## src/hw/rtl/blmf_pkg.sv

```systemverilog
`timescale 1ns / 1ps

package blmf_pkg;

	localparam int PIXEL_W = 8;
	localparam int LINE_WIDTH_W = 11;
	localparam int CFG_DATA_W = 11;
	localparam int CFG_INDEX_W = 2;

	localparam logic [CFG_INDEX_W-1:0] REG_GRAY_THRESHOLD = 2'd0;
	localparam logic [CFG_INDEX_W-1:0] REG_COLOR_THRESHOLD = 2'd1;
	localparam logic [CFG_INDEX_W-1:0] REG_LINE_WIDTH = 2'd2;

	localparam logic [PIXEL_W-1:0] GRAY_THRESHOLD_RESET = 8'd125;
	localparam logic [PIXEL_W-1:0] COLOR_THRESHOLD_RESET = 8'd115;
	localparam logic [LINE_WIDTH_W-1:0] LINE_WIDTH_RESET = 11'd640;

	localparam int GRAY_SUM_W = 22;
	localparam int GRAY_SHIFT = 14;
	localparam logic [GRAY_SHIFT-1:0] GRAY_COEF_B = 14'd1868;
	localparam logic [GRAY_SHIFT-1:0] GRAY_COEF_G = 14'd9617;
	localparam logic [GRAY_SHIFT-1:0] GRAY_COEF_R = 14'd4899;
	localparam logic [GRAY_SUM_W-1:0] GRAY_ROUND = 22'd8192;

	typedef struct packed {
		logic [PIXEL_W-1:0] blue;
		logic [PIXEL_W-1:0] green;
		logic [PIXEL_W-1:0] red;
		logic start_of_frame;
		logic pad;
	} pixel_t;

	typedef struct packed {
		logic mask;
		logic end_of_line;
		logic last_of_run;
	} result_t;

	typedef struct packed {
		logic [PIXEL_W-1:0] gray_threshold;
		logic [PIXEL_W-1:0] color_threshold;
		logic [LINE_WIDTH_W-1:0] line_width;
	} cfg_t;

	typedef struct packed {
		logic at_end;
		logic first_row;
		logic color_bit;
		logic bright;
	} item_flags_t;

endpackage

```

## src/hw/rtl/blmf_front.sv

```systemverilog
`timescale 1ns / 1ps

module blmf_front #(
	parameter int MAX_WIDTH = 1024,
	localparam int XW = $clog2(MAX_WIDTH)
) (
	input logic clk,
	input logic arst_n,
	input blmf_pkg::cfg_t cfg,
	input logic hold,
	input logic pixel_valid,
	output logic pixel_stall,
	input blmf_pkg::pixel_t pixel,
	output logic item_valid,
	input logic item_full,
	output blmf_pkg::item_flags_t item_flags,
	output logic [XW-1:0] item_x
);
	import blmf_pkg::*;

	localparam int WW = (XW + 1 > LINE_WIDTH_W) ? XW + 1 : LINE_WIDTH_W;

	logic [XW-1:0] col_q;
	logic first_q;

	logic v_s1;
	logic [PIXEL_W-1:0] b_s1, g_s1, r_s1;
	logic pad_s1, end_s1, first_s1;
	logic [XW-1:0] x_s1;

	logic v_s2;
	logic [GRAY_SUM_W-1:0] pb_s2, pg_s2, pr_s2;
	logic cbit_s2, pad_s2, end_s2, first_s2;
	logic [XW-1:0] x_s2;

	logic [WW-1:0] lw_ext, w_eff, w_last;
	logic [XW-1:0] cc, x_now;
	logic at_end_now, first_now;
	logic adv1, adv2, acc;
	logic [PIXEL_W:0] diff;
	logic cbit;
	logic [GRAY_SUM_W-1:0] gray_sum;

	always_comb begin
		lw_ext = WW'(cfg.line_width);
		if (lw_ext < WW'(2)) begin
			w_eff = WW'(2);
		end else if (lw_ext > WW'(MAX_WIDTH)) begin
			w_eff = WW'(MAX_WIDTH);
		end else begin
			w_eff = lw_ext;
		end
		w_last = w_eff - WW'(1);
		cc = pixel.start_of_frame ? '0 : col_q;
		first_now = pixel.start_of_frame | first_q;
		if (WW'(cc) >= w_last) begin
			x_now = w_last[XW-1:0];
			at_end_now = 1'b1;
		end else begin
			x_now = cc;
			at_end_now = 1'b0;
		end
	end

	assign adv2 = !v_s2 || !item_full;
	assign adv1 = !v_s1 || adv2;
	assign pixel_stall = hold || !adv1;
	assign acc = pixel_valid && !pixel_stall;

	always_ff @(posedge clk or negedge arst_n) begin
		if (!arst_n) begin
			col_q <= '0;
			first_q <= 1'b1;
		end else if (acc) begin
			col_q <= at_end_now ? '0 : x_now + XW'(1);
			first_q <= at_end_now ? 1'b0 : first_now;
		end
	end

	always_ff @(posedge clk or negedge arst_n) begin
		if (!arst_n) begin
			v_s1 <= 1'b0;
			v_s2 <= 1'b0;
		end else begin
			if (adv1) begin
				v_s1 <= acc;
			end
			if (adv2) begin
				v_s2 <= v_s1;
			end
		end
	end

	always_ff @(posedge clk) begin
		if (adv1 && acc) begin
			b_s1 <= pixel.blue;
			g_s1 <= pixel.green;
			r_s1 <= pixel.red;
			pad_s1 <= pixel.pad;
			x_s1 <= x_now;
			end_s1 <= at_end_now;
			first_s1 <= first_now;
		end
	end

	assign diff = {1'b0, b_s1} - {1'b0, r_s1};
	assign cbit = !pad_s1 && !diff[PIXEL_W] && (diff[PIXEL_W-1:0] > cfg.color_threshold);

	always_ff @(posedge clk) begin
		if (adv2 && v_s1) begin
			pb_s2 <= GRAY_SUM_W'(GRAY_COEF_B) * GRAY_SUM_W'(b_s1);
			pg_s2 <= GRAY_SUM_W'(GRAY_COEF_G) * GRAY_SUM_W'(g_s1);
			pr_s2 <= GRAY_SUM_W'(GRAY_COEF_R) * GRAY_SUM_W'(r_s1);
			cbit_s2 <= cbit;
			pad_s2 <= pad_s1;
			x_s2 <= x_s1;
			end_s2 <= end_s1;
			first_s2 <= first_s1;
		end
	end

	assign gray_sum = pb_s2 + pg_s2 + pr_s2 + GRAY_ROUND;

	always_comb begin
		item_flags.at_end = end_s2;
		item_flags.first_row = first_s2;
		item_flags.color_bit = cbit_s2;
		item_flags.bright = !pad_s2 &&
			(gray_sum[GRAY_SUM_W-1:GRAY_SHIFT] > cfg.gray_threshold);
	end

	assign item_valid = v_s2;
	assign item_x = x_s2;

endmodule

```

## config.mk

```make
export PLATFORM = sky130hd
export DESIGN_NAME = blmf_front
export DESIGN_NICKNAME = d
export VERILOG_FILES = /design/src/hw/rtl/blmf_pkg.sv /design/src/hw/rtl/blmf_front.sv
export SDC_FILE = /design/constraint.sdc
export NUM_CORES = 1
export LEC_CHECK = 0
export ABC_AREA = 1
export BUFFER_PORTS_ARGS = -buffer_cell sky130_fd_sc_hd__buf_2
export CAP_MARGIN = 0
export CORE_MARGIN = 1
export CORE_UTILIZATION = 40
export CTS_BUF_LIST = sky130_fd_sc_hd__clkbuf_4 sky130_fd_sc_hd__clkbuf_8
export DETAILED_ROUTE_END_ITERATION = 10
export GPL_TIMING_DRIVEN = 0
export HOLD_SLACK_MARGIN = 0.02
export SYNTH_ARGS = -nofsm -noshare
export SYNTH_HDL_FRONTEND = slang
export SYNTH_SLANG_ARGS = --single-unit
```

## constraint.sdc

```tcl
create_clock -name clk -period 14.3 [get_ports clk]
set_input_delay 0.715 -clock clk [delete_from_list [all_inputs] [get_ports clk]]
set_output_delay 0.715 -clock clk [all_outputs]
set_load 0.01 [all_outputs]
```

# [Word level (Yosys, flattened, before mapping)]
# Index checks and enable logic that the tools add are counted.
[word_totals] latchBits=0 ram_bits=0 input_bits=58 reg_bits=124 romBits=0 mem_count=0 elab_cells=58 output_inout_bits=16
[classes] n_bitwise=1 mul=3 eq_ne=0 muxes=7 magnitude_cmp=5 shift=0 n_reduce_logical=17 div=0 addsub=6
[op_table] cell="10-bit 2-to-1 mux" count=3
[op_table] cell="19-bit by 22-bit adder with 22-bit output" count=1
[op_table] cell="22-bit by 14-bit adder with 22-bit output, second input constant" count=1
[op_table] cell="22-bit by 21-bit adder with 22-bit output" count=1
[op_table] cell="14-bit by 8-bit multiplier with 22-bit output, first input constant" count=1
[op_table] cell="11-bit 2-to-1 mux" count=2
[op_table] cell="13-bit by 8-bit multiplier with 21-bit output, first input constant" count=1
[op_table] cell="9-bit by 8-bit multiplier with 17-bit output, first input constant" count=1
[op_table] cell="8-bit greater-than comparator" count=2
[op_table] cell="10-bit by 11-bit >= comparator with 1-bit output" count=1
[op_table] cell="11-bit greater-than comparator, second input constant" count=1
[op_table] cell="11-bit by 2-bit less-than comparator with 1-bit output, second input constant" count=1
[op_table] cell="11-bit by 1-bit subtractor with 11-bit output, second input constant" count=1
[op_table] cell="10-bit by 1-bit adder with 10-bit output, second input constant" count=1
[op_table] cell="8-bit by 8-bit subtractor with 9-bit output" count=1
[op_table] cell="1-bit logical NOT" count=8
[op_table] cell="1-bit logical AND" count=6
[op_table] cell="1-bit logical OR" count=3
[op_table] cell="1-bit 2-to-1 mux" count=2
[op_table] cell="1-bit OR" count=1

# [Logic depth before layout (Yosys ltp)]
# Gate-level depths: netlist of the first run.
[logic_depth] word_depth=8 ltp_mapped=33 mapped_depth_nobuf=32

# [Worst setup path before layout of the first run]
# OpenSTA, ideal clock, no wires.
[synth_path] path_kind="input port to flip-flop" startpoint="in item_full" endpoint="reg cbit_s2, enable pin" n_path_buf=0 arrival_time_ps=4227 path_stages=1 path_slack_ps=9543 t_required_ps=13769 setup_ps=531 cell_sequence="a21oi_1"
[synth_between] elab_chain_len=3
[synth_rtl] element="start: declaration" line_no="blmf_front.sv:15" source="input logic item_full,"
[synth_rtl] element="1-bit logical NOT" line_no="blmf_front.sv:65" source="assign adv2 = !v_s2 || !item_full;"
[synth_rtl] element="1-bit logical OR" line_no="blmf_front.sv:65"
[synth_rtl] element="1-bit logical AND" line_no="blmf_front.sv:110" source="if (adv2 && v_s1) begin"
[synth_rtl] element="end signal: assignment" line_no="blmf_front.sv:114" source="cbit_s2 <= cbit;"
[synth_rtl] element="end: declaration" line_no="blmf_front.sv:33" source="logic cbit_s2, pad_s2, end_s2, first_s2;"
# No other way between the ends.
# A chain may end at the register's enable or synchronous reset.

==> reports/results.txt, run 1 <==
outcome: finished with violations
failing checks: DRC
GP Congestion: 0.812
via/cell ratio: 4.76
initial DRC count: 254
first-pass detailed-route iteration total: 8
worst relative slew slack: 0.409
Port Buffers: 73
first-pass GRT wire length: 34500 µm
CTS Root Cell: clkbuf_8
Num Clock Sinks: 124
gate count of the mapped netlist: 1056
Area Growth Syn to Fin: 11.3%
unrepaired setup endpoints after global routing: no
critical path required time: 13590 ps
share of cells above drive strength 1: 0.126
Hold Vio Cnt, Final: 0
crit path DAT: 4890 ps
DRC viols: 1
antenna diode count: 0
initial antenna violation count: 0
Synth Flop Type: edfxtp_1
maximum VDD drop: 77.5 µV
Die W: 167 µm
number of max-cap violations: 0
FF/Latch Area: 3660 µm²
sequential share of the synthesized area: 0.336
crit path max fanout: 2
Post-Layout Inst Area: 12100 µm²
Critical Path Max Stage Delay: 490 ps
setup slack after layout: 8700 ps
number of hold buffers added after CTS: 0
EDFF count, synth: 111
post-synthesis register bit count: 124
Synth area leader: edfxtp_1
FILL cells: 2554
postcts setup bufs: 0
setup violators final: 0
fin. max-slew vios: 0
Max stage delay cell, worst path: fa_1
Final Skew: 17.7 ps
PwrDens: 133 nW/µm²
Synth cell types: 48
placed cell areas: 11800 µm²
Worst-Margin Slew: 886 ps
ys async rst share: 0.105
mapped cell area: 10900 µm²
clk buf depth: 2
Mapped Nets: 1396
worst skew pair latency: 450 ps
Core ar.: 26900 µm²
GRT Overall Usage: 0.156
clk slew on worst S/H paths: 90 ps
Hold Path Class: in2async
Leak: 0.00598 µW
Synth top area share: 0.306
Synth Area per Inst: 10.3 µm²
final worst-path cycle share: 0.392
number of global-route vias before repair: 7329
DR WL/cell: 13.3 µm
Setup WS pre-CTS: 9170 ps
# resized after CTS: 0
Critical Path Sink Type: primary output
Worst Setup Start Kind: flip-flop
gr ovfl total: 0
Max Fclk: 179 MHz
final wirelength: 20000 µm
Ports: 74
Die Height: 167 µm
dominant cell by count in the synthesized netlist: ha_1
initial core utilization: 0.406
Yosys warnings: 0
critical path class: reg2out
antenna viol nets, final: 0
H-tree Lvls: 4
area of the multi-input gates: 6460 µm²
Tmin final: 5600 ps
worst reg2reg setup slack: 9680 ps
die area: 27900 µm²
FP Rows: 60
Num CTS Buffers: 17
critical-path cell list: fa_1 -> ha_1 -> ha_1 -> a21oi_1 -> o21ai_0 -> a21oi_1 -> nor2_1 -> nand2_1 -> nand2_1 -> o211ai_1 -> a21oi_1 -> or2_2 -> a21oi_1 -> o21ai_0 -> xor2_1 -> ha_1 -> nand2_1 -> o21a_1 -> o221a_2 -> a311oi_1 -> buf_2
synth cell count leaders: 220 x ha_1, 195 x inv_1, 117 x nand2_1
Synth area leaders: edfxtp_1 31%, ha_1 25%, fa_1 11%
pin count of the biggest net entering global routing: 44
setup TNS: 0 ps
HPWL after DPL: 16800 µm
routed vias: 7161
CTS tree: yes
Final nets: 1490
CP most frequent cell: a21oi_1
## path summary, 6_finish.rpt
check / cells past startpoint / endpoint / startpoint
min in group clk: 0 / item_x[5]$_DFFE_PP_ / x_s1[5]$_DFFE_PP_
hold / removal: 1 / col_q[9]$_DFFE_PN0P_ / arst_n
max in group asynchronous: 1 / first_q$_DFFE_PN1P_ / arst_n
hold reg to reg: 0 / item_x[5]$_DFFE_PP_ / x_s1[5]$_DFFE_PP_
setup reg to reg: 19 / pr_s2[19]$_DFFE_PP_ / r_s1[5]$_DFFE_PP_
setup / recovery: 21 / item_flags[0] / pb_s2[4]$_DFFE_PP_
## cells by family after synthesis
group,count (synthesis),share of synthesized area
buffers and inverters,204,0.0728
xor gates and xnor gates,63,0.0506
AOI/OAI and AO/OA,151,0.0781
DFF,124,0.336
and+or+nand+nor,232,0.0967
adders and majority gates,282,0.366
## flip-flops by register name, indices dropped and copies added, names as in the netlist, 8 cells and up
register / count
r_s1: 8
b_s1: 8
pg_s2: 22
x_s1: 10
item_x: 10
g_s1: 8
pr_s2: 21
col_q: 10
pb_s2: 17
## cell type report
class / instances / share of cell area
flip-flops and latches: 124 / 0.301
plain buffers: 6 / 0.00402
well taps: 341 / 0.0351
inverters: 198 / 0.0614
clock buffers: 18 / 0.0204
repair buffers: 75 / 0.0340
multi-input cells: 728 / 0.532
clock inverters: 14 / 0.0111
## routing by layer
layer,vias to the layer above,share of wire,GRT usage
li1,3745,-,-
met1,3287,0.48,0.205
met2,103,0.48,0.260
met3,26,0.026,0.0295
met4,0,0.015,0.0499
met5,-,0,0
## cells in the final DEF (no fill, tap or decap), drive strengths merged, types with 42 or more instances in the layout
master and instances:
a21oi 80, buf 80, edfxtp 111, fa 62
ha 220, inv 203, nand2 132, nor2 46
o21ai 42, xor2 46
## report_power, final
part | switching [µW] | leakage, µW | internal (µW) | total [µW]
Sequential | 27.6 | 0.00121 | 464 | 492
Combinational | 468 | 0.00458 | 352 | 820
Clock | 157 | 0.000195 | 145 | 302
Total | 652 | 0.00598 | 961 | 1610
## worst max-delay path: cells and delay by family, from the launching register on
kind | cells | cell delay [ps]
adder cells (fa/ha/maj) | 4 | 1400
buffers and inverters | 1 | 180
AND/OR/NAND/NOR | 5 | 530
AO/OA/AOI/OAI | 10 | 1740
flip-flops | 1 | 410
XOR/XNOR | 1 | 160
## metrics by stage
stage               total power (µW)  instances  hold WS, ps  utilization
floorplan                       1130       1056          400            -
global placement                1310       1470          402        0.435
detailed placement              1330       1472          405        0.437
CTS                             1640       1504          138        0.452
global route                    1780       1504          147        0.452
finish                          1610       1504          149        0.452
Note: power is estimated with default switching activity, not from simulation.
==> inputs of run 2 (changes only) <==
Clock period 14.3 ns to 5.4 ns, I/O delays scaled along.
==> run 2 against run 1 <==
Compared with the run above: clock skew is essentially flat; critical endpoint unchanged; combinational power increased to 2.7 times the previous value; clock power rose to 2.7 times the previous value; non-clock buffer count up 26; total power grew to 2.7 times the previous value; utilization is 0.97 points higher; the flow still finishes with violations (DRC); sequential power increased to 2.6 times the previous value; first-iteration DRC count increased by 6.7%; final cell count is 1.7% higher; clock-buffer cell count unchanged.
==> reports/results.txt, run 2 (same netlist as run 1, synthesis figures left out) <==
via/cell ratio: 4.76 (-0.11%)
Max Fclk: 197 MHz
critical path required time: 5130 ps (-8460 ps)
most common cell after layout, fill and taps aside: ha_1
clk buf depth: 2 (unchanged)
FP Rows: 60 (unchanged)
Comb power frac: 0.510 (+0.002)
fin. max-slew vios: 0 (unchanged)
Max stage delay cell, worst path: fa_1
GP Congestion: 0.812 (unchanged)
PwrDens: 346 nW/µm² (+160%)
biggest regs: pg_s2 x22, pr_s2 x21, pb_s2 x17
Area Growth Syn to Fin: 13.7%
number of max-cap violations: 0 (unchanged)
crit path max fanout: 2 (unchanged)
pin count of the biggest net entering global routing: 44 (unchanged)
gr ovfl total: 0 (unchanged)
power share of the clock group: 0.187 (about the same)
Ports: 74 (unchanged)
H-tree Lvls: 4 (unchanged)
Setup WS pre-CTS: 711 ps (-8450 ps)
FILL cells: 2530 (-0.94%)
worst path bufs/invs: 1 (unchanged)
Tmin final: 5060 ps
final worst-path cycle share: 0.938
GRT Overall Usage: 0.157 (+0.00103)
Hold Vio Cnt, Final: 0 (unchanged)
Critical Path Sink Type: primary output
Most flops, register: pg_s2
initial antenna violation count: 0 (unchanged)
Num CTS Buffers: 17 (unchanged)
first-pass GRT wire length: 34700 µm (+0.80%)
Worst Setup Start Kind: flip-flop
worst skew pair latency: 450 ps (about the same)
Reg power frac: 0.304 (about the same)
final wirelength: 20200 µm (+1.2%)
sw power: 1730 µW (+170%)
setup slack after layout: 336 ps (-8360 ps)
setup violators final: 0 (unchanged)
initial DRC count: 271 (+6.7%)
Critical Path Max Stage Delay: 490 ps (about the same)
HPWL after DPL: 16800 µm (unchanged)
DR WL/cell: 13.2 µm (-0.54%)
CP delay by family, top: compound AO/OA/AOI/OAI gates
clk slew on worst S/H paths: 80 ps (about the same)
Pwr Total: 4290 µW (+170%)
dpl cells: 1472 (unchanged)
crit path DAT: 4790 ps (-100 ps)
Net Sw Frac: 0.404 (-0.000497)
unrepaired setup endpoints after global routing: no
CP most frequent cell: a21oi_1
critical path class: reg2out
routed vias: 7277 (+1.6%)
critical-path cell list: fa_1 -> ha_1 -> ha_1 -> a21oi_1 -> o21ai_1 -> a21oi_1 -> nor2_1 -> nand2_1 -> nand2_1 -> o211ai_1 -> a21oi_1 -> or2_2 -> a21oi_1 -> o21ai_0 -> xor2_1 -> ha_1 -> nand2_1 -> o21a_1 -> o221a_2 -> a311oi_1 -> buf_2
DRC viols: 1 (unchanged)
Core ar.: 26900 µm² (unchanged)
worst relative slew slack: 0.396 (-0.0130)
Num Clock Sinks: 124 (unchanged)
Final Skew: 17.8 ps (+0.160 ps)
commonest cells after routing, fill and taps aside: 220 x ha_1, 194 x inv_1, 117 x nand2_1
initial core utilization: 0.406 (unchanged)
antenna viol nets, final: 0 (unchanged)
Port Buffers: 73 (unchanged)
antenna diode count: 0 (unchanged)
die area: 27900 µm² (unchanged)
CTS Root Cell: clkbuf_8
maximum VDD drop: 205 µV (+160%)
Power Internal: 2560 µW (+170%)
first-pass detailed-route iteration total: 8 (unchanged)
non-filler cells, final: 1530 (+1.7%)
Hold Path Class: in2reg
postcts setup bufs: 0 (unchanged)
Die W: 167 µm (unchanged)
share of cells above drive strength 1: 0.124 (-0.00276)
Die Height: 167 µm (unchanged)
CTS tree: yes
failing checks: DRC
Worst-Margin Slew: 905 ps (+19.5 ps)
number of global-route vias before repair: 7393 (+0.87%)
max reg flops: 22 (unchanged)
outcome: finished with violations
Final nets: 1516 (+1.7%)
Leak: 0.00609 µW (+1.8%)
-- run 2: cell types whose count changed in the layout (fill, tap and decap cells not counted), sizes merged --
cell and delta:
dlygate4sd3 +26
-- run 2: path summary, 6_finish.rpt --
| check | slack (ps) | cells past startpoint | to | from |
|---|---|---|---|---|
| max | 340 | 21 | item_flags[0] | pb_s2[4]$_DFFE_PP_ |
| min | 80 | 3 | item_valid$_DFFE_PN0P_ | item_full |
| max reg2reg | 750 | 19 | pr_s2[19]$_DFFE_PP_ | r_s1[5]$_DFFE_PP_ |
| min reg2reg | 420 | 0 | item_x[5]$_DFFE_PP_ | x_s1[5]$_DFFE_PP_ |
| max in group asynchronous | 4860 | 2 | first_q$_DFFE_PN1P_ | arst_n |
| min in group asynchronous | 250 | 2 | col_q[9]$_DFFE_PN0P_ | arst_n |
-- run 2: per-layer routing --
metal | share of wire | up-vias | global-route usage | routed length, µm
met5 | 0 | - | 0 | 0
li1 | - | 3794 | - | -
met3 | 0.023 | 19 | 0.0288 | 455
met1 | 0.49 | 3366 | 0.207 | 9840
met2 | 0.48 | 98 | 0.262 | 9690
met4 | 0.012 | 0 | 0.0479 | 239
-- run 2: power groups by stage --
stage	Sequential (µW)	Combinational (µW)	Clock, µW
5_1_grt	1320	2550	860
6_report	1300	2190	801
3_3_place_gp	1340	2140	0
4_1_cts	1310	2220	824
2_1_floorplan	1300	1700	0
3_5_place_dp	1330	2180	0
-- run 2: through the flow --
step	hold WS [ps]	setup TNS, ps	area [µm²]	util
2_1_floorplan	-25.6	0	10900	-
3_3_place_gp	191	-58560	11700	0.435
3_5_place_dp	196	0	11800	0.437
4_1_cts	56.6	0	12400	0.461
5_1_grt	85.5	0	12400	0.461
6_report	81.8	0	12400	0.461
-- run 2: layout make-up --
cell class / count / area (µm²) / share of cell area
buffer: 6 / 48.8 / 0.00394
multi-input combinational: 728 / 6460 / 0.521
clock inverter: 14 / 135 / 0.0109
sequential: 124 / 3660 / 0.295
timing repair buffer: 101 / 673 / 0.0543
inverter: 198 / 746 / 0.0601
clock buffer: 18 / 248 / 0.0200
tap: 341 / 427 / 0.0344
-- run 2: what timing repair did --
action / in CTS / in global routing
hold buffers: 26 / 0
endpoints found under the hold margin: 38 / 0
endpoints found under the setup margin: 0 / 1
gates resized for setup: 0 / 1
-- run 2: worst register-to-register path, stage by stage (launching register included) --
cell	delay [ps]
edfxtp_1	510
ha_1	360
inv_1	60
fa_1	480
fa_1	540
inv_1	40
ha_1	320
nand3_1	90
nand2_1	100
a21oi_1	70
o21ai_0	300
nand3_1	110
nand2_1	120
a21oi_1	70
o21bai_1	200
a21oi_1	100
o21bai_1	200
nand3_1	130
o21ai_0	250
xor2_1	370
==> inputs of run 3 (changes only) <==
Clock period 5.4 ns to 5.7 ns, I/O delays scaled along.
==> run 3 against run 2 <==
Compared with the run above: hold slack gained 15 ps; final cell count is the same; setup slack gained 200 ps; die area is the same; via count is essentially flat; the flow still finishes with violations (DRC); combinational power shrank 5%; largest power group unchanged; clock skew is essentially flat; sequential power shrank 5%.
==> reports/results.txt, run 3 (same netlist as run 1, synthesis figures left out) <==
outcome: finished with violations
failing checks: DRC
max reg flops: 22 (unchanged)
pin count of the biggest net entering global routing: 44 (unchanged)
antenna diode count: 0 (unchanged)
worst skew pair latency: 450 ps (about the same)
Max stage delay cell, worst path: fa_1
CTS tree: yes
Num CTS Buffers: 17 (unchanged)
Final Skew: 17.8 ps (+0.000300 ps)
placed cell areas: 11800 µm² (unchanged)
Worst-Margin Slew: 905 ps (-0.000417 ps)
DR WL/cell: 13.2 µm (about the same)
worst path bufs/invs: 1 (unchanged)
setup TNS: 0 ps (unchanged)
Reg power frac: 0.304 (about the same)
power share of the clock group: 0.187 (about the same)
Tmin final: 5160 ps
biggest regs: pg_s2 x22, pr_s2 x21, pb_s2 x17
critical path required time: 5410 ps (+280 ps)
initial core utilization: 0.406 (unchanged)
Critical Path Max Stage Delay: 490 ps (about the same)
Port Buffers: 73 (unchanged)
grt met2 use: 0.262 (unchanged)
via/cell ratio: 4.76 (about the same)
commonest cells after routing, fill and taps aside: 220 x ha_1, 194 x inv_1, 117 x nand2_1
clk buf depth: 2 (unchanged)
Max Fclk: 194 MHz
Comb power frac: 0.510 (about the same)
Die W: 167 µm (unchanged)
gr busiest metal: met2
Hold Path Class: in2reg
FP Rows: 60 (unchanged)
number of global-route vias before repair: 7393 (unchanged)
routed vias: 7281 (+0.055%)
initial DRC count: 271 (unchanged)
Final nets: 1516 (unchanged)
FILL cells: 2530 (unchanged)
GRT Overall Usage: 0.157 (unchanged)
# resized after CTS: 0 (unchanged)
most common cell after layout, fill and taps aside: ha_1
fin. max-slew vios: 0 (unchanged)
final wirelength: 20200 µm (about the same)
Die Height: 167 µm (unchanged)
unrepaired setup endpoints after global routing: no
antenna viol nets, final: 0 (unchanged)
crit path max fanout: 2 (unchanged)
clk slew on worst S/H paths: 80 ps (about the same)
CP delay by family, top: compound AO/OA/AOI/OAI gates
Core ar.: 26900 µm² (unchanged)
Post-Layout Inst Area: 12400 µm² (unchanged)
dpl cells: 1472 (unchanged)
crit path DAT: 4880 ps (+90 ps)
share of cells above drive strength 1: 0.124 (unchanged)
first-pass GRT wire length: 34700 µm (unchanged)
maximum VDD drop: 195 µV (-5.3%)
sw power: 1640 µW (-5.3%)
Critical Path Sink Type: primary output
Num Clock Sinks: 124 (unchanged)
Most flops, register: pg_s2
postcts setup bufs: 0 (unchanged)
initial antenna violation count: 0 (unchanged)
Core Util, Final: 0.461 (unchanged)
setup violators final: 0 (unchanged)
Worst Setup Start Kind: flip-flop
die area: 27900 µm² (unchanged)
Ports: 74 (unchanged)
Leak: 0.00609 µW (about the same)
CP most frequent cell: a21oi_1
setup slack after layout: 536 ps (+199 ps)
met3 Use GR: 0.0288 (unchanged)
non-filler cells, final: 1530 (unchanged)
Setup WS pre-CTS: 996 ps (+285 ps)
HPWL after DPL: 16800 µm (unchanged)
CTS Root Cell: clkbuf_8
Hold Vio Cnt, Final: 0 (unchanged)
GP Congestion: 0.812 (unchanged)
grt met1 use: 0.207 (unchanged)
final worst-path cycle share: 0.906
Net Sw Frac: 0.404 (about the same)
number of max-cap violations: 0 (unchanged)
first-pass detailed-route iteration total: 8 (unchanged)
gr ovfl total: 0 (unchanged)
H-tree Lvls: 4 (unchanged)
critical path class: reg2out
PwrDens: 328 nW/µm² (-5.3%)
DRC viols: 1 (unchanged)
Area Growth Syn to Fin: 13.7% (unchanged)
critical-path cell list: fa_1 -> ha_1 -> ha_1 -> a21oi_1 -> o21ai_0 -> a21oi_1 -> nor2_1 -> nand2_1 -> nand2_1 -> o211ai_1 -> a21oi_1 -> or2_2 -> a21oi_1 -> o21ai_0 -> xor2_1 -> ha_1 -> nand2_1 -> o21a_1 -> o221a_2 -> a311oi_1 -> buf_2
worst relative slew slack: 0.396 (about the same)
Power Internal: 2420 µW (-5.3%)
[run 3: cell counts in the layout (fill, tap and decap cells not counted)]
Identical to the previous run, type by type.
[run 3: worst register-to-register path, stage by stage (launching register included)]
cell and delay [ps]:
edfxtp_1 510, ha_1 360, inv_1 60, fa_1 480, fa_1 540, inv_1 40, ha_1 320, nand3_1 90
nand2_1 100, a21oi_1 70, o21ai_0 300, nand3_1 110, nand2_1 120, a21oi_1 70, o21bai_1 200, a21oi_1 100
o21bai_1 200, nand3_1 130, o21ai_0 250, xor2_1 370
[run 3: layer usage]
layer | wire [µm] | share of wire | vias to the layer above
li1 | - | - | 3793
met3 | 461 | 0.023 | 19
met5 | 0 | 0 | -
met1 | 9820 | 0.49 | 3368
met2 | 9690 | 0.48 | 101
met4 | 239 | 0.012 | 0
[run 3: repair_timing]
| action | CTS | global route |
|---|---|---|
| endpoints found under the setup margin | 0 | 0 |
| hold buffers | 26 | 0 |
| endpoints found under the hold margin | 38 | 0 |
[run 3: power by group through the flow]
stage	Sequential, µW	Combinational [µW]	Clock [µW]
2_1_floorplan	1240	1610	0
3_3_place_gp	1260	2030	0
3_5_place_dp	1260	2070	0
4_1_cts	1240	2100	781
5_1_grt	1250	2420	814
6_report	1230	2070	759
[run 3: through the flow]
stage | total power [µW] | hold slack (ps)
global placement | 3290 | 206
detailed placement | 3330 | 211
floorplan | 2840 | -10.6
CTS | 4120 | 71.6
finish | 4060 | 96.4
global route | 4480 | 101
[run 3: cell type report]
| cell class | instances | area [µm²] | share of cell area |
|---|---|---|---|
| inverters | 198 | 746 | 0.0601 |
| clock inverters | 14 | 135 | 0.0109 |
| clock buffers | 18 | 248 | 0.0200 |
| multi-input cells | 728 | 6460 | 0.521 |
| repair buffers | 101 | 673 | 0.0543 |
| well taps | 341 | 427 | 0.0344 |
| flip-flops and latches | 124 | 3660 | 0.295 |
| plain buffers | 6 | 48.8 | 0.00394 |
[run 3: worst paths after layout]
check | slack (ps) | end | startpoint | cells after the start
hold / removal | 100 | item_valid$_DFFE_PN0P_ | item_full | 3
hold reg to reg | 420 | item_x[5]$_DFFE_PP_ | x_s1[5]$_DFFE_PP_ | 0
max in group asynchronous | 5140 | first_q$_DFFE_PN1P_ | arst_n | 2
setup / recovery | 540 | item_flags[0] | pb_s2[4]$_DFFE_PP_ | 21
setup reg to reg | 1050 | pr_s2[19]$_DFFE_PP_ | r_s1[5]$_DFFE_PP_ | 19
min in group asynchronous | 260 | col_q[9]$_DFFE_PN0P_ | arst_n | 2
